### config.mk
export PLATFORM = sky130hd
export DESIGN_NAME = pmu_seq
export DESIGN_NICKNAME = d
export VERILOG_FILES = /design/src/rtl/pmu_pkg.sv /design/src/rtl/pmu_seq.sv
export SDC_FILE = /design/constraint.sdc
export NUM_CORES = 1
export LEC_CHECK = 0
export ABC_AREA = 0
export ABC_CLOCK_PERIOD_IN_PS = 4150
export BUFFER_PORTS_ARGS = -buffer_cell sky130_fd_sc_hd__buf_2
export CORE_ASPECT_RATIO = 0.9
export CORE_MARGIN = 2
export CORE_UTILIZATION = 30
export DETAILED_ROUTE_END_ITERATION = 16
export GPL_TIMING_DRIVEN = 0
export PLACE_DENSITY = 0.46
export SYNTH_ARGS = -nofsm -noshare
export SYNTH_HDL_FRONTEND = slang
export SYNTH_SLANG_ARGS = --single-unit
### constraint.sdc
create_clock -name clk -period 4.15 [get_ports clk]
set_input_delay 0.415 -clock clk [delete_from_list [all_inputs] [get_ports clk]]
set_output_delay 0.415 -clock clk [all_outputs]
set_load 0.02 [all_outputs]
### src/rtl/pmu_pkg.sv
// Shared constants and types for the paged memory unit.
`default_nettype none
package pmu_pkg;
	localparam int NUM_FRAMES_DEF = 64;
	localparam int NUM_PROC_DEF = 8;
	localparam int PAGE_NUM_W = 10;
	localparam int PAGE_OFF_W = 12;
	localparam int PAGES = 1 << PAGE_NUM_W;

	localparam logic [2:0] CMD_READ = 3'd0;
	localparam logic [2:0] CMD_WRITE = 3'd1;
	localparam logic [2:0] CMD_ALLOC = 3'd2;
	localparam logic [2:0] CMD_DEALLOC = 3'd3;
	localparam logic [2:0] CMD_EXIT = 3'd4;

	localparam int PTE_PRESENT_BIT = 3;
	localparam int PTE_WRITE_BIT = 1;
	localparam logic [7:0] RD_FAULT_BYTE = 8'd32;
	localparam logic [6:0] FIRST_FRAME_RST = 7'd16;

	typedef struct packed {
		logic pt_we;
		logic fo_we;
		logic bs_we;
	} mem_we_t;
endpackage
`default_nettype wire

### src/rtl/pmu_seq.sv
// Command sequencer with the shared counter and compare unit.
`default_nettype none
module pmu_seq import pmu_pkg::*; #(
	parameter int NUM_FRAMES_TOTAL = NUM_FRAMES_DEF,
	parameter int NUM_PROCESSES = NUM_PROC_DEF
) (
	input wire logic clk,
	input wire logic arst_n,
	input wire logic start,
	output logic busy,
	input wire logic [2:0] cmd,
	input wire logic [2:0] pid,
	input wire logic [21:0] vaddr,
	input wire logic [7:0] wdata,
	input wire logic [10:0] page_count,
	input wire logic [2:0] flags,
	input wire logic [6:0] first_frame,
	output logic done,
	output logic [7:0] rdata,
	output logic fault,
	output mem_we_t we,
	output logic [$clog2(NUM_PROCESSES)+PAGE_NUM_W-1:0] pt_addr,
	output logic [$clog2(NUM_FRAMES_TOTAL)+3:0] pt_wdata,
	input wire logic [$clog2(NUM_FRAMES_TOTAL)+3:0] pt_rdata,
	output logic [$clog2(NUM_FRAMES_TOTAL)-1:0] fo_addr,
	output logic [2:0] fo_wdata,
	input wire logic [2:0] fo_rdata,
	output logic [$clog2(NUM_FRAMES_TOTAL)+PAGE_OFF_W-1:0] bs_addr,
	output logic [7:0] bs_wdata,
	input wire logic [7:0] bs_rdata
);
	localparam int FW = $clog2(NUM_FRAMES_TOTAL);
	localparam int PIDW = $clog2(NUM_PROCESSES);
	localparam int PTAW = PIDW + PAGE_NUM_W;
	localparam int BAW = FW + PAGE_OFF_W;
	localparam int CW = (FW + 1 > 7) ? FW + 1 : 7;
	localparam int PT_DEPTH = NUM_PROCESSES * PAGES;
	localparam int BS_DEPTH = NUM_FRAMES_TOTAL << PAGE_OFF_W;
	localparam int CLRN = (BS_DEPTH > PT_DEPTH) ? BS_DEPTH : PT_DEPTH;
	localparam int CLW = $clog2(CLRN);

	localparam logic [3:0] S_CLR = 4'd0;
	localparam logic [3:0] S_IDLE = 4'd1;
	localparam logic [3:0] S_ISSUE = 4'd2;
	localparam logic [3:0] S_LOOK = 4'd3;
	localparam logic [3:0] S_BRD = 4'd4;
	localparam logic [3:0] S_A_LOOP = 4'd5;
	localparam logic [3:0] S_A_PTE = 4'd6;
	localparam logic [3:0] S_A_SCAN = 4'd7;
	localparam logic [3:0] S_A_OWN = 4'd8;
	localparam logic [3:0] S_D_LOOP = 4'd9;
	localparam logic [3:0] S_D_PTE = 4'd10;
	localparam logic [3:0] S_D_OWN = 4'd11;
	localparam logic [3:0] S_T_PT = 4'd12;
	localparam logic [3:0] S_T_FOR = 4'd13;
	localparam logic [3:0] S_T_FOC = 4'd14;
	localparam logic [3:0] S_FIN = 4'd15;

	logic [3:0] state_q, state_d;
	logic [2:0] cmd_q;
	logic [2:0] pid_q;
	logic [PAGE_NUM_W-1:0] page_q;
	logic [PAGE_OFF_W-1:0] off_q;
	logic [7:0] wdata_q;
	logic [10:0] cnt_q;
	logic [2:0] flags_q;
	logic [10:0] n_q, n_d;
	logic [10:0] p_q, p_d;
	logic [CW-1:0] cand_q, cand_d;
	logic [FW+3:0] pte_q, pte_d;
	logic [CLW-1:0] clr_q;
	logic res_fault_q, res_fault_d;
	logic [7:0] res_rd_q, res_rd_d;
	logic done_q;
	logic [7:0] rdata_q;
	logic fault_q;
	logic [PIDW+2:0] pid_wide;
	logic [PIDW-1:0] pid_idx;
	logic [FW:0] pt_frame;
	logic cand_over;
	logic pid_ok;

	assign pid_wide = {{PIDW{1'b0}}, pid_q};
	assign pid_idx = pid_wide[PIDW-1:0];
	assign pt_frame = {1'b0, pt_rdata[FW+3:4]};
	assign cand_over = cand_q >= CW'(NUM_FRAMES_TOTAL);
	assign pid_ok = (pid != 3'd0) && ({{PIDW{1'b0}}, pid} < (PIDW+3)'(NUM_PROCESSES));

	assign busy = (state_q != S_IDLE);
	assign done = done_q;
	assign rdata = rdata_q;
	assign fault = fault_q;

	always_comb begin
		state_d = state_q;
		n_d = n_q;
		p_d = p_q;
		cand_d = cand_q;
		pte_d = pte_q;
		res_fault_d = res_fault_q;
		res_rd_d = res_rd_q;
		we = '0;
		pt_addr = {pid_idx, p_q[PAGE_NUM_W-1:0]};
		pt_wdata = '0;
		fo_addr = cand_q[FW-1:0];
		fo_wdata = 3'd0;
		bs_addr = {pte_q[FW+3:4], off_q};
		bs_wdata = wdata_q;
		unique case (state_q)
			S_CLR: begin
				pt_addr = clr_q[PTAW-1:0];
				bs_addr = clr_q[BAW-1:0];
				fo_addr = clr_q[FW-1:0];
				bs_wdata = 8'd0;
				we.pt_we = {1'b0, clr_q} < (CLW+1)'(PT_DEPTH);
				we.bs_we = {1'b0, clr_q} < (CLW+1)'(BS_DEPTH);
				we.fo_we = {1'b0, clr_q} < (CLW+1)'(NUM_FRAMES_TOTAL);
				if (clr_q == CLW'(CLRN - 1)) begin
					state_d = S_IDLE;
				end
			end
			S_IDLE: begin
				if (start) begin
					res_fault_d = 1'b0;
					res_rd_d = 8'd0;
					state_d = (pid_ok && (cmd <= CMD_EXIT)) ? S_ISSUE : S_FIN;
				end
			end
			S_ISSUE: begin
				pt_addr = {pid_idx, page_q};
				n_d = 11'd0;
				p_d = {1'b0, page_q};
				cand_d = CW'(first_frame);
				res_fault_d = 1'b0;
				res_rd_d = 8'd0;
				unique case (cmd_q)
					CMD_READ, CMD_WRITE: state_d = S_LOOK;
					CMD_ALLOC: state_d = S_A_LOOP;
					CMD_DEALLOC: state_d = S_D_LOOP;
					default: state_d = S_T_PT;
				endcase
			end
			S_LOOK: begin
				pte_d = pt_rdata;
				bs_addr = {pt_rdata[FW+3:4], off_q};
				if (!pt_rdata[PTE_PRESENT_BIT] || pt_frame >= (FW+1)'(NUM_FRAMES_TOTAL)
						|| (cmd_q == CMD_WRITE && !pt_rdata[PTE_WRITE_BIT])) begin
					res_fault_d = 1'b1;
					res_rd_d = (cmd_q == CMD_READ) ? RD_FAULT_BYTE : 8'd0;
					n_d = 11'd0;
					state_d = S_T_PT;
				end else if (cmd_q == CMD_WRITE) begin
					we.bs_we = 1'b1;
					state_d = S_FIN;
				end else begin
					state_d = S_BRD;
				end
			end
			S_BRD: begin
				res_rd_d = bs_rdata;
				state_d = S_FIN;
			end
			S_A_LOOP: begin
				if (n_q == cnt_q) begin
					state_d = S_FIN;
				end else if (p_q[PAGE_NUM_W]) begin
					res_fault_d = 1'b1;
					n_d = 11'd0;
					state_d = S_T_PT;
				end else begin
					state_d = S_A_PTE;
				end
			end
			S_A_PTE: begin
				if (pt_rdata[PTE_PRESENT_BIT]) begin
					res_fault_d = 1'b1;
					n_d = 11'd0;
					state_d = S_T_PT;
				end else begin
					state_d = S_A_SCAN;
				end
			end
			S_A_SCAN: begin
				if (cand_over) begin
					res_fault_d = 1'b1;
					n_d = 11'd0;
					state_d = S_T_PT;
				end else begin
					state_d = S_A_OWN;
				end
			end
			S_A_OWN: begin
				if (fo_rdata != 3'd0) begin
					cand_d = cand_q + CW'(1);
					state_d = S_A_SCAN;
				end else begin
					we.fo_we = 1'b1;
					we.pt_we = 1'b1;
					fo_wdata = pid_q;
					pt_wdata = {cand_q[FW-1:0], 1'b1, flags_q};
					n_d = n_q + 11'd1;
					p_d = p_q + 11'd1;
					state_d = S_A_LOOP;
				end
			end
			S_D_LOOP: begin
				if (n_q == cnt_q) begin
					state_d = S_FIN;
				end else if (p_q[PAGE_NUM_W]) begin
					res_fault_d = 1'b1;
					n_d = 11'd0;
					state_d = S_T_PT;
				end else begin
					state_d = S_D_PTE;
				end
			end
			S_D_PTE: begin
				pte_d = pt_rdata;
				fo_addr = pt_rdata[FW+3:4];
				if (!pt_rdata[PTE_PRESENT_BIT]
						|| pt_frame >= (FW+1)'(NUM_FRAMES_TOTAL)) begin
					res_fault_d = 1'b1;
					n_d = 11'd0;
					state_d = S_T_PT;
				end else begin
					state_d = S_D_OWN;
				end
			end
			S_D_OWN: begin
				fo_addr = pte_q[FW+3:4];
				if (fo_rdata != pid_q) begin
					res_fault_d = 1'b1;
					n_d = 11'd0;
					state_d = S_T_PT;
				end else begin
					we.fo_we = 1'b1;
					we.pt_we = 1'b1;
					n_d = n_q + 11'd1;
					p_d = p_q + 11'd1;
					state_d = S_D_LOOP;
				end
			end
			S_T_PT: begin
				pt_addr = {pid_idx, n_q[PAGE_NUM_W-1:0]};
				we.pt_we = 1'b1;
				n_d = n_q + 11'd1;
				if (n_q[PAGE_NUM_W-1:0] == PAGE_NUM_W'(PAGES - 1)) begin
					cand_d = '0;
					state_d = S_T_FOR;
				end
			end
			S_T_FOR: begin
				if (cand_over) begin
					state_d = S_FIN;
				end else begin
					state_d = S_T_FOC;
				end
			end
			S_T_FOC: begin
				we.fo_we = (fo_rdata == pid_q);
				cand_d = cand_q + CW'(1);
				state_d = S_T_FOR;
			end
			S_FIN: begin
				state_d = S_IDLE;
			end
			default: begin
				state_d = S_IDLE;
			end
		endcase
	end

	always_ff @(posedge clk or negedge arst_n) begin
		if (!arst_n) begin
			state_q <= S_CLR;
			clr_q <= '0;
			done_q <= 1'b0;
		end else begin
			state_q <= state_d;
			done_q <= (state_q == S_FIN);
			if (state_q == S_CLR) begin
				clr_q <= clr_q + CLW'(1);
			end
		end
	end

	always_ff @(posedge clk) begin
		n_q <= n_d;
		p_q <= p_d;
		cand_q <= cand_d;
		pte_q <= pte_d;
		res_fault_q <= res_fault_d;
		res_rd_q <= res_rd_d;
		if (state_q == S_IDLE && start) begin
			cmd_q <= cmd;
			pid_q <= pid;
			page_q <= vaddr[PAGE_OFF_W+PAGE_NUM_W-1:PAGE_OFF_W];
			off_q <= vaddr[PAGE_OFF_W-1:0];
			wdata_q <= wdata;
			cnt_q <= page_count;
			flags_q <= flags;
		end
		if (state_q == S_FIN) begin
			rdata_q <= res_rd_q;
			fault_q <= res_fault_q;
		end
	end

`ifndef ASSERT_OFF
	a_done_idle: assert property (@(posedge clk) disable iff (!arst_n)
		done_q |-> state_q == S_IDLE) else $error("Result shown while the sequencer is active.");
	a_rd_fault: assert property (@(posedge clk) disable iff (!arst_n)
		done_q && fault_q && cmd_q == CMD_READ |-> rdata_q == RD_FAULT_BYTE)
		else $error("A faulting read returned the wrong byte.");
	a_clr_excl: assert property (@(posedge clk) disable iff (!arst_n)
		state_q == S_CLR |=> !done_q) else $error("Result shown during the clearing pass.");
	a_alloc_owner: assert property (@(posedge clk) disable iff (!arst_n)
		state_q == S_A_OWN && we.fo_we |-> !cand_over && fo_wdata == pid_q)
		else $error("Allocation wrote an invalid frame owner.");
`endif
endmodule
`default_nettype wire
==> impl_metrics.env, run 1 <==
export IMPL_status="complete, but fails checks"
export IMPL_violations="hold timing"
export IMPL_hold_buffers=0
export IMPL_ys_flop_type="sky130_fd_sc_hd__edfxtp_1"
export IMPL_place_detailed_instances=1061
export IMPL_postRouteAntennaNets=0
export IMPL_register_area_sq_mm=0.00367
export IMPL_antenna_found_initial=0
export IMPL_number_of_clock_sinks_seen_by_cts=126
export IMPL_yosys_warnings=0
export IMPL_placement_rows=51
export IMPL_topRoutingLayerUsed="met4"
export IMPL_post_synth_mux_area_share=0.00947
export IMPL_grt_setup_unrepaired="false"
export IMPL_cts_root_buffer_cell="sky130_fd_sc_hd__clkbuf_16"
export IMPL_hold_path_class="in2async"
export IMPL_grt_max_degree=35
export IMPL_slew_at_the_pin_closest_to_its_max_slew_limit_ps=1220
export IMPL_power_density_cell_area_mw_per_mm2=601
export IMPL_grt_usage=0.173
export IMPL_avgSynthCellArea_sq_um=10.7
export IMPL_final_max_slew_viol_count=0
export IMPL_max_clock_path_buffers=2
export IMPL_synth_compound_gate_area_share=0.107
export IMPL_fin_area_sq_mm=0.00834
export IMPL_dpl_instance_area_sq_mm=0.00777
export IMPL_die_height_um=145
export IMPL_routed_via_density=4.96
export IMPL_cts_repair_resized_insts=0
export IMPL_clk_lat_worst_skew_ps=420
export IMPL_layout_cells_most_common="sky130_fd_sc_hd__buf_2"
export IMPL_post_synth_xor_area_fraction=0.0716
export IMPL_count_of_different_cell_masters_after_synthesis=64
export IMPL_syn_instance_count=618
export IMPL_design_die_area_sq_mm=0.0232
export IMPL_post_cts_buffers=0
export IMPL_drt_iter0_drc=480
export IMPL_io_buffers=150
export IMPL_fin_crit_ps=2940
export IMPL_finClkSkew_ps=10.3
export IMPL_global_placement_routability_congestion=0.894
export IMPL_fin_worst_hold_slack_ps=-7.46
export IMPL_power_mw=5.01
export IMPL_antennaDiodeCount=0
export IMPL_cts_buffers=17
export IMPL_nFillCells=2185
export IMPL_wire_per_inst_um=17.9
export IMPL_final_critical_path_setup_slack_ps=1210
export IMPL_final_net_count=875
export IMPL_post_synth_fa_ha_maj_area_fraction=0.00947
export IMPL_fin_crit_sh=0.707
export IMPL_grt_overflow_total=0
export IMPL_cts_tree="done"
export IMPL_drc=0
export IMPL_boundaryPins=153
export IMPL_report_final_setup_viol=0
export IMPL_htreeDepth=4
export IMPL_worst_setup_path_start_kind="flop"
export IMPL_dominant_combinational_cell_family_by_area_after_synthesis="simple AND/OR/NAND/NOR gates"
export IMPL_synth_simple_area_share=0.215
export IMPL_synth_area_top_cells="sky130_fd_sc_hd__edfxtp_1 (47%), sky130_fd_sc_hd__dfrtp_1 (8.7%), sky130_fd_sc_hd__nand2_1 (6.4%)"
export IMPL_syn_area_sq_mm=0.00661
export IMPL_final_setup_tns_ps=0
export IMPL_wl_met1_um=9250
export IMPL_seq_area_frac_synth=0.555
export IMPL_finalWirelength_um=19500
export IMPL_post_synth_top_area_fraction=0.468
export IMPL_finish_cell_count_without_fillers=1091
export IMPL_maxClockFrequency_ghz=0.341
export IMPL_p_leak_nw=3.41
export IMPL_synth_largest_area_cell="sky130_fd_sc_hd__edfxtp_1"
export IMPL_crit_type="reg2reg"
export IMPL_fraction_of_the_core_area_covered_by_cells_at_the_end_of_the_flow=0.385
export IMPL_timing_max_slew_rel_slack=0.180
export IMPL_worst_ir_drop_vdd_mv=0.298
export IMPL_synth_nets=704
export IMPL_max_cap_viol_count=0
export IMPL_grt_first_pass_wirelength_um=30800
export IMPL_area_growth_pct=26.2
export IMPL_multi_input_gate_area_in_the_final_layout_sq_mm=0.00275
export IMPL_detailroute_wirelength_met3_um=1050
export IMPL_arrival_ps=2960
export IMPL_drt_pass1_iter_count=5
export IMPL_hpwlAfterDp_um=14900
export IMPL_drive_gt1_frac=0.280
export IMPL_layout_common_cells="sky130_fd_sc_hd__buf_2 (166), sky130_fd_sc_hd__nand2_1 (112), sky130_fd_sc_hd__edfxtp_1 (103)"
export IMPL_post_place_ws_ps=1250
export IMPL_design_core_area_sq_mm=0.0216
export IMPL_synth_ff_latch_count=126
export IMPL_hold_violations=10
export IMPL_initial_core_util=0.305
export IMPL_dr_total_vias=5414
export IMPL_critPathMaxFanout=7
export IMPL_grt_pass1_vias=5406
export IMPL_cts_reportedPaths_clkPinSlew_ps=60
export IMPL_synth_async_reset_ratio=0.183
export IMPL_critPathRequiredTime_ps=4170
export IMPL_synth_edff_count=103
export IMPL_dr_wl_met2_um=8980
export IMPL_worst_setup_path_end_kind="flop"
export IMPL_die_width_um=160
## final timing paths
kind,from,endpoint,slack [ps],cells after the start
worst max-delay path,n_q[0]$_DFFE_PP_,cand_q[0]$_DFFE_PP_,1210,6
worst min-delay path,arst_n,clr_q[14]$_DFFE_PN0P_,-7,1
worst max register to register,n_q[0]$_DFFE_PP_,cand_q[0]$_DFFE_PP_,1210,6
worst min register to register,res_rd_q[3]$_DFFE_PP_,rdata[3]$_DFFE_PP_,420,0
max in group asynchronous,arst_n,state_q[1]$_DFFE_PN0P_,3770,1
min in group clk,flags[1],flags_q[1]$_DFFE_PP_,170,1
## cells in the mapped netlist, drive strengths merged, types with 5 or more instances
cell and instances:
dfrtp 23, clkbuf 7, nor2b 11, nand2 114, ha 5, inv 9, a22oi 10, nand4 6
xnor2 26, o21ai 14, a21oi 27, edfxtp 103, nor3 24, and3 10, and2 23, buf 23
nor2 44, xor2 28, nand3 34
## layout make-up
type | count | share of cell area
inverter | 9 | 0.00405
multi-input combinational | 453 | 0.329
timing repair buffer | 152 | 0.0938
buffer | 30 | 0.0209
clock buffer | 17 | 0.0510
tap | 291 | 0.0437
sequential | 126 | 0.440
clock inverter | 13 | 0.0173
## cells by family after synthesis
| logic type | Yosys count |
|---|---|
| and+or+nand+nor | 288 |
| DFF | 126 |
| AOI/OAI and AO/OA | 100 |
| xor gates and xnor gates | 54 |
| buffers and inverters | 39 |
| muxes | 6 |
| adders and majority gates | 5 |
## report_power, final
part	internal [mW]	switching (mW)
Clock	0.879	0.578
Sequential	1.63	0.199
Combinational	0.600	1.13
## sequential cells by signal, indices dropped and copies added, names as in the netlist, 4 cells and up
signal / count
cand_q: 7
page_q: 10
res_rd_q: 8
off_q: 12
n_q: 11
cnt_q: 11
clr_q: 18
pte_q: 6
rdata: 8
wdata_q: 8
state_q: 4
p_q: 11
## metal layers
| metal | GRT usage | up-vias |
|---|---|---|
| met4 | 0.0465 | 0 |
| met1 | 0.239 | 2639 |
| li1 | - | 2587 |
| met5 | 0 | - |
| met3 | 0.0419 | 18 |
| met2 | 0.272 | 170 |
## critical path: stages (launching register included)
cell and delay (ps):
sky130_fd_sc_hd__edfxtp_1 520, sky130_fd_sc_hd__ha_1 330, sky130_fd_sc_hd__nand3_1 150, sky130_fd_sc_hd__nor3_4 270
sky130_fd_sc_hd__o21ai_0 130, sky130_fd_sc_hd__o311a_1 150, sky130_fd_sc_hd__a211oi_1 990
No activity file was read; power rests on OpenSTA's default activity.
==> inputs of run 2 (changes only) <==
--- a/config.mk
+++ b/config.mk
@@ -5,15 +5,15 @@
 export SDC_FILE = /design/constraint.sdc
 export NUM_CORES = 1
 export LEC_CHECK = 0
-export ABC_AREA = 0
-export ABC_CLOCK_PERIOD_IN_PS = 4150
+export ABC_AREA = 1
+export ABC_CLOCK_PERIOD_IN_PS = 2440
 export BUFFER_PORTS_ARGS = -buffer_cell sky130_fd_sc_hd__buf_2
 export CORE_ASPECT_RATIO = 0.9
 export CORE_MARGIN = 2
 export CORE_UTILIZATION = 30
 export DETAILED_ROUTE_END_ITERATION = 16
 export GPL_TIMING_DRIVEN = 0
-export PLACE_DENSITY = 0.46
+export PLACE_DENSITY = 0.47
 export SYNTH_ARGS = -nofsm -noshare
 export SYNTH_HDL_FRONTEND = slang
 export SYNTH_SLANG_ARGS = --single-unit
==> constraint.sdc (replaced) <==
create_clock -name clk -period 2.44 [get_ports clk]
set_input_delay 0.244 -clock clk [delete_from_list [all_inputs] [get_ports clk]]
set_output_delay 0.244 -clock clk [all_outputs]
set_load 0.02 [all_outputs]
==> run 2 against run 1 <==
The run now ends clean; sequential power increased by 26%; largest cell class unchanged; synthesized cell count increased by 18%; critical path depth rose by 1; synthesized area up 0.95%; critical endpoint is now pt_addr[5].
==> impl_metrics.env, run 2 <==
export IMPL_cts_buffers=17
export IMPL_final_max_slew_viol_count=0
export IMPL_place_detailed_instances=1171
export IMPL_seq_area_frac_synth=0.550
export IMPL_cts_reportedPaths_clkPinSlew_ps=60
export IMPL_number_of_clock_sinks_seen_by_cts=126
export IMPL_critPathMaxFanout=10
export IMPL_critPathRequiredTime_ps=2200
export IMPL_status="complete, no violations"
export IMPL_internal_power_mw=4.00
export IMPL_area_growth_pct=35.5
export IMPL_final_net_count=1043
export IMPL_worst_setup_path_end_kind="output pin"
export IMPL_wire_per_inst_um=15.5
export IMPL_hpwlAfterDp_um=14700
export IMPL_combPwrFrac=0.030
export IMPL_cts_root_buffer_cell="sky130_fd_sc_hd__clkbuf_16"
export IMPL_drive_gt1_frac=0.268
export IMPL_post_synth_most_frequent_cells="sky130_fd_sc_hd__nand2_1 (190), sky130_fd_sc_hd__edfxtp_1 (103), sky130_fd_sc_hd__inv_1 (101), sky130_fd_sc_hd__nor2_1 (94)"
export IMPL_fin_area_sq_mm=0.00903
export IMPL_synth_async_reset_ratio=0.183
export IMPL_initial_core_util=0.307
export IMPL_syn_instance_count=729
export IMPL_report_final_setup_viol=0
export IMPL_dr_total_vias=5697
export IMPL_fin_crit_ps=2410
export IMPL_die_width_um=161
export IMPL_max_cap_viol_count=0
export IMPL_global_placement_routability_congestion=0.896
export IMPL_globalRouteMet2Util=0.258
export IMPL_synth_largest_area_cell="sky130_fd_sc_hd__edfxtp_1"
export IMPL_largest_register_ffs=18
export IMPL_slew_at_the_pin_closest_to_its_max_slew_limit_ps=879
export IMPL_grt_overflow_total=0
export IMPL_maxClockFrequency_ghz=0.415
export IMPL_synth_edff_count=103
export IMPL_design_die_area_sq_mm=0.0234
export IMPL_final_critical_path_setup_slack_ps=32.3
export IMPL_layout_cells_most_common="sky130_fd_sc_hd__nand2_1"
export IMPL_grt_first_pass_wirelength_um=30100
export IMPL_finish_cell_count_without_fillers=1260
export IMPL_power_share_switching=0.205
export IMPL_met1_usage=0.240
export IMPL_synth_nets=815
export IMPL_antennaDiodeCount=0
export IMPL_htreeDepth=4
export IMPL_dominant_combinational_cell_family_by_area_after_synthesis="simple AND/OR/NAND/NOR gates"
export IMPL_post_place_ws_ps=-370
export IMPL_cts_tree="done"
export IMPL_post_synth_fa_ha_maj_area_fraction=0.00938
export IMPL_drc=0
export IMPL_largest_registers="clr_q: 18 flops, off_q: 12 flops"
export IMPL_yosys_warnings=0
export IMPL_syn_area_sq_mm=0.00667
export IMPL_worst_setup_path_start_kind="flop"
export IMPL_placement_rows=51
export IMPL_yosys_cell_count_top_type="sky130_fd_sc_hd__nand2_1"
export IMPL_post_synth_top_area_fraction=0.464
export IMPL_p_leak_nw=4.10
export IMPL_critical_path_buf_inv_count=4
export IMPL_power_clock_fraction=0.510
export IMPL_power_density_cell_area_mw_per_mm2=557
export IMPL_drt_iter0_drc=540
export IMPL_critical_path_max_stage_delay_ps=450
export IMPL_synth_simple_area_share=0.255
export IMPL_hold_path_class="in2reg"
export IMPL_dpl_instance_area_sq_mm=0.00781
export IMPL_synth_ff_latch_count=126
export IMPL_routed_via_density=4.52
export IMPL_power_sequential_fraction=0.460
export IMPL_drt_pass1_iter_count=5
export IMPL_finClkSkew_ps=8.23
export IMPL_ys_flop_type="sky130_fd_sc_hd__edfxtp_1"
export IMPL_arrival_ps=2160
export IMPL_count_of_different_cell_masters_after_synthesis=43
export IMPL_slowest_stage="sky130_fd_sc_hd__dfrtp_2"
export IMPL_synth_area_top_cells="sky130_fd_sc_hd__edfxtp_1 (46%), sky130_fd_sc_hd__nand2_1 (11%), sky130_fd_sc_hd__dfrtp_1 (8.6%)"
export IMPL_grt_pass1_vias=5596
export IMPL_postRouteAntennaNets=0
export IMPL_synth_compound_gate_area_share=0.0709
export IMPL_io_buffers=150
export IMPL_fin_crit_sh=0.987
export IMPL_grt_usage=0.169
export IMPL_layout_common_cells="sky130_fd_sc_hd__nand2_1 (188), sky130_fd_sc_hd__buf_2 (152), sky130_fd_sc_hd__edfxtp_1 (103)"
export IMPL_die_height_um=145
export IMPL_post_synth_mux_area_share=0
export IMPL_worstPathCellList="nor2_4, inv_2, nor2_4, inv_2, buf_4, o2111ai_1, buf_4"
export IMPL_antenna_found_initial=0
export IMPL_finalWirelength_um=19500
export IMPL_avgSynthCellArea_sq_um=9.15
export IMPL_clk_lat_worst_skew_ps=430
export IMPL_design_core_area_sq_mm=0.0217
export IMPL_crit_type="reg2out"
export IMPL_boundaryPins=153
export IMPL_post_synth_xor_area_fraction=0.0420
export IMPL_max_clock_path_buffers=2
export IMPL_hold_violations=0
export IMPL_timing_max_slew_rel_slack=0.412
export IMPL_max_flop_register="clr_q"
export IMPL_critPathTopFamily="buffers and inverters"
export IMPL_grt_max_degree=33
export IMPL_groute_layer_met3_usage=0.0311
export IMPL_worst_ir_drop_vdd_mv=0.403
export IMPL_power_switching_mw=1.03
export IMPL_grt_busiest_layer="met2"
run 2: cell types whose count changed in the layout (fill, tap and decap cells not counted), sizes merged, moves of 15 or more:
cell | previous run | this run
dlygate4sd3 | 0 | 46
nor2 | 44 | 106
xnor2 | 26 | 11
and2 | 23 | 0
o21ai | 14 | 33
nand2 | 114 | 196
inv | 10 | 111
run 2: path summary, 6_finish.rpt:
| path | start | endpoint | slack [ps] | cells after the start |
|---|---|---|---|---|
| min in group asynchronous | arst_n | clr_q[6]$_DFFE_PN0P_ | 370 | 2 |
| max in group asynchronous | arst_n | state_q[3]$_DFFE_PN0P_ | 1650 | 2 |
| hold reg to reg | res_rd_q[0]$_DFFE_PP_ | rdata[0]$_DFFE_PP_ | 410 | 0 |
| setup reg to reg | n_q[0]$_DFFE_PP_ | cand_q[2]$_DFFE_PP_ | 180 | 9 |
| setup / recovery | state_q[0]$_DFFE_PN0P_ | pt_addr[5] | 30 | 7 |
| hold / removal | pt_rdata[5] | pte_q[5]$_DFFE_PP_ | 8 | 1 |
run 2: power by group through the flow:
| stage | sequential [mW] | clock (mW) | combinational (mW) |
|---|---|---|---|
| after floorplan | 2.36 | 0 | 0.0126 |
| after global placement | 2.36 | 0 | 0.0930 |
| after detailed placement | 2.36 | 0 | 0.0932 |
| after CTS | 2.31 | 2.61 | 0.150 |
| after global routing | 2.31 | 2.70 | 0.165 |
| final | 2.31 | 2.57 | 0.149 |
run 2: cell type report:
type	instances	area [sq um]
plain buffers	11	72.6
repair buffers	209	1320
flip-flops and latches	126	3670
multi-input cells	482	2610
fillers	2247	12700
inverters	110	418
well taps	291	364
clock inverters	12	145
clock buffers	19	433
run 2: layer usage:
| layer | vias up | wire [um] |
|---|---|---|
| li1 | 2872 | - |
| met1 | 2602 | 9660 |
| met2 | 198 | 8300 |
| met3 | 25 | 1170 |
| met4 | 0 | 377 |
| met5 | - | 0 |
run 2: cell families (layout without fill, tap and decap cells):
logic type | count (synthesis) | after routing
AOI/OAI and AO/OA | 75 | 75
xor gates and xnor gates | 32 | 32
and+or+nand+nor | 370 | 370
adders and majority gates | 5 | 5
DFF | 126 | 126
buffers and inverters | 121 | 361
run 2: timing repair:
item | in CTS | in global routing
endpoints found under the hold margin | 68 | 0
pin swaps | 3 | 3
resized for setup | 16 | 13
buffers inserted | 6 | 6
hold buffers | 46 | 0
setup endpoints to repair | 70 | 48
run 2: through the flow:
step / util / power (mW) / hold slack [ps] / setup TNS (ps)
after floorplan: - / 2.37 / -51.6 / 0
final: 0.416 / 5.03 / 8.25 / 0
after global placement: 0.359 / 2.45 / 284 / -12410
after CTS: 0.413 / 5.07 / 1.74 / 0
after global routing: 0.416 / 5.18 / 4.12 / -13.6
after detailed placement: 0.360 / 2.45 / 281 / -8020
==> inputs of run 3 (changes only) <==
--- a/config.mk
+++ b/config.mk
@@ -8,7 +8,6 @@
 export ABC_AREA = 1
 export ABC_CLOCK_PERIOD_IN_PS = 2440
 export BUFFER_PORTS_ARGS = -buffer_cell sky130_fd_sc_hd__buf_2
-export CORE_ASPECT_RATIO = 0.9
 export CORE_MARGIN = 2
 export CORE_UTILIZATION = 30
 export DETAILED_ROUTE_END_ITERATION = 16
==> run 3 against run 2 <==
Utilization about the same; final area is 0.68% higher; cell count decreased by 0.87%; wire length is 4.6% higher; register-to-register slack better by 90 ps; non-clock buffer count shrank 1; clock-buffer cell count down 2; largest cell class unchanged.
==> impl_metrics.env, run 3 (synthesis results as in run 2) <==
export IMPL_status="complete, no violations"
export IMPL_drt_pass1_iter_count=5
export IMPL_final_net_count=1042
export IMPL_die_width_um=153
export IMPL_largest_register_ffs=18
export IMPL_arrival_ps=2130
export IMPL_fin_worst_hold_slack_ps=14.4
export IMPL_cts_reportedPaths_clkPinSlew_ps=60
export IMPL_grt_usage=0.177
export IMPL_critical_path_buf_inv_count=3
export IMPL_max_cap_viol_count=0
export IMPL_io_buffers=150
export IMPL_antenna_found_initial=0
export IMPL_register_area_sq_mm=0.00367
export IMPL_timing_max_slew_rel_slack=0.361
export IMPL_boundaryPins=153
export IMPL_slew_at_the_pin_closest_to_its_max_slew_limit_ps=955
export IMPL_power_density_cell_area_mw_per_mm2=547
export IMPL_crit_type="reg2out"
export IMPL_routed_via_density=4.64
export IMPL_cts_tree="done"
export IMPL_post_place_ws_ps=-329
export IMPL_worst_setup_path_start_kind="flop"
export IMPL_wire_per_inst_um=16.3
export IMPL_die_height_um=153
export IMPL_grt_max_degree=33
export IMPL_cts_buffers=17
export IMPL_initial_core_util=0.306
export IMPL_dr_total_vias=5793
export IMPL_grt_overflow_total=0
export IMPL_finClkSkew_ps=9.86
export IMPL_max_clock_path_buffers=2
export IMPL_placement_rows=54
export IMPL_critical_path_max_stage_delay_ps=450
export IMPL_place_detailed_instances=1160
export IMPL_grt_first_pass_wirelength_um=31700
export IMPL_cts_root_buffer_cell="sky130_fd_sc_hd__clkbuf_16"
export IMPL_worst_ir_drop_vdd_mv=0.391
export IMPL_max_flop_register="clr_q"
export IMPL_grt_pass1_vias=5730
export IMPL_htreeDepth=4
export IMPL_hpwlAfterDp_um=15500
export IMPL_drt_iter0_drc=376
export IMPL_worstPathCellList="nor2_4, nand2_4, buf_6, clkbuf_1, o2111ai_1, buf_2"
export IMPL_fin_crit_ps=2370
export IMPL_nFillCells=2244
export IMPL_number_of_clock_sinks_seen_by_cts=126
export IMPL_postRouteAntennaNets=0
export IMPL_finish_cell_count_without_fillers=1249
export IMPL_antennaDiodeCount=0
export IMPL_global_placement_routability_congestion=0.913
export IMPL_drc=0
export IMPL_worstSetupPathDepth=6
export IMPL_slowest_stage="sky130_fd_sc_hd__dfrtp_2"
export IMPL_p_leak_nw=4.12
export IMPL_hold_violations=0
export IMPL_maxClockFrequency_ghz=0.422
export IMPL_fin_crit_sh=0.971
export IMPL_worst_setup_path_end_kind="output pin"
export IMPL_critPathTopFamily="buffers and inverters"
export IMPL_finalWirelength_um=20400
export IMPL_multi_input_gate_area_in_the_final_layout_sq_mm=0.00262
export IMPL_hold_path_class="in2reg"
export IMPL_hold_depth=1
export IMPL_layout_common_cells="sky130_fd_sc_hd__nand2_1 (188), sky130_fd_sc_hd__buf_2 (145), sky130_fd_sc_hd__edfxtp_1 (103)"
export IMPL_worstRegToRegCells=10
export IMPL_final_critical_path_setup_slack_ps=69.7
export IMPL_critPathRequiredTime_ps=2200
export IMPL_clk_lat_worst_skew_ps=430
export IMPL_layout_cells_most_common="sky130_fd_sc_hd__nand2_1"
export IMPL_area_growth_pct=36.4
export IMPL_design_die_area_sq_mm=0.0234
export IMPL_report_final_setup_viol=0
export IMPL_critPathMaxFanout=10
export IMPL_power_mw=4.97
export IMPL_design_core_area_sq_mm=0.0218
export IMPL_largest_registers="clr_q: 18 flops, off_q: 12 flops"
export IMPL_final_max_slew_viol_count=0
export IMPL_drive_gt1_frac=0.270
==> run 3: path summary, 6_finish.rpt <==
kind | startpoint | end | slack, ps
hold reg to reg | res_fault_q$_DFFE_PP_ | fault$_DFFE_PP_ | 420
setup / recovery | state_q[1]$_DFFE_PN0P_ | pt_addr[6] | 70
setup reg to reg | n_q[1]$_DFFE_PP_ | cand_q[6]$_DFFE_PP_ | 270
hold / removal | page_count[8] | cnt_q[8]$_DFFE_PP_ | 10
min in group asynchronous | arst_n | clr_q[4]$_DFFE_PN0P_ | 360
max in group asynchronous | arst_n | state_q[2]$_DFFE_PN0P_ | 1630
==> run 3: worst reg2reg max path: stages, from the launching register on <==
cell,delay (ps)
sky130_fd_sc_hd__edfxtp_1,430
sky130_fd_sc_hd__ha_1,210
sky130_fd_sc_hd__nand3_1,120
sky130_fd_sc_hd__nor2_2,160
sky130_fd_sc_hd__nand2_1,110
sky130_fd_sc_hd__nor2_1,160
sky130_fd_sc_hd__nand2_1,130
sky130_fd_sc_hd__nand2_1,140
sky130_fd_sc_hd__nand2_1,110
sky130_fd_sc_hd__a31oi_4,170
sky130_fd_sc_hd__buf_12,140
==> run 3: metrics by stage <==
step                utilization  TNS [ps]  area, sq um
finish                    0.417         0         9100
detailed placement        0.357     -9120         7800
global route              0.417     -16.8         9100
global placement          0.356    -17190         7780
floorplan                     -         0         6680
CTS                       0.411         0         8960
==> run 3: power breakdown <==
group	switching, mW	internal, mW
clock	1.07	1.43
sequential	0	2.31
combinational	0.0525	0.0989
==> run 3: final cells by class <==
class / instances / area share
inverters: 110 / 0.0462
repair buffers: 208 / 0.151
multi-input cells: 482 / 0.288
clock inverters: 15 / 0.0168
well taps: 280 / 0.0385
flip-flops and latches: 126 / 0.404
clock buffers: 17 / 0.0468
plain buffers: 11 / 0.00825
==> run 3: timing repair <==
| item | 4_1_cts | 5_1_grt |
|---|---|---|
| endpoints found under the hold margin | 71 | 0 |
| resized for setup | 19 | 21 |
| setup buffers | 2 | 6 |
| hold buffers | 49 | 0 |
| endpoints found under the setup margin | 72 | 52 |
| pin swaps | 3 | 3 |
==> run 3: per-layer routing <==
metal	track usage	share of wire	vias to the layer above
met5	0	0	-
li1	-	-	2872
met1	0.247	0.48	2741
met4	0.0503	0.011	0
met2	0.284	0.47	165
met3	0.0315	0.045	15
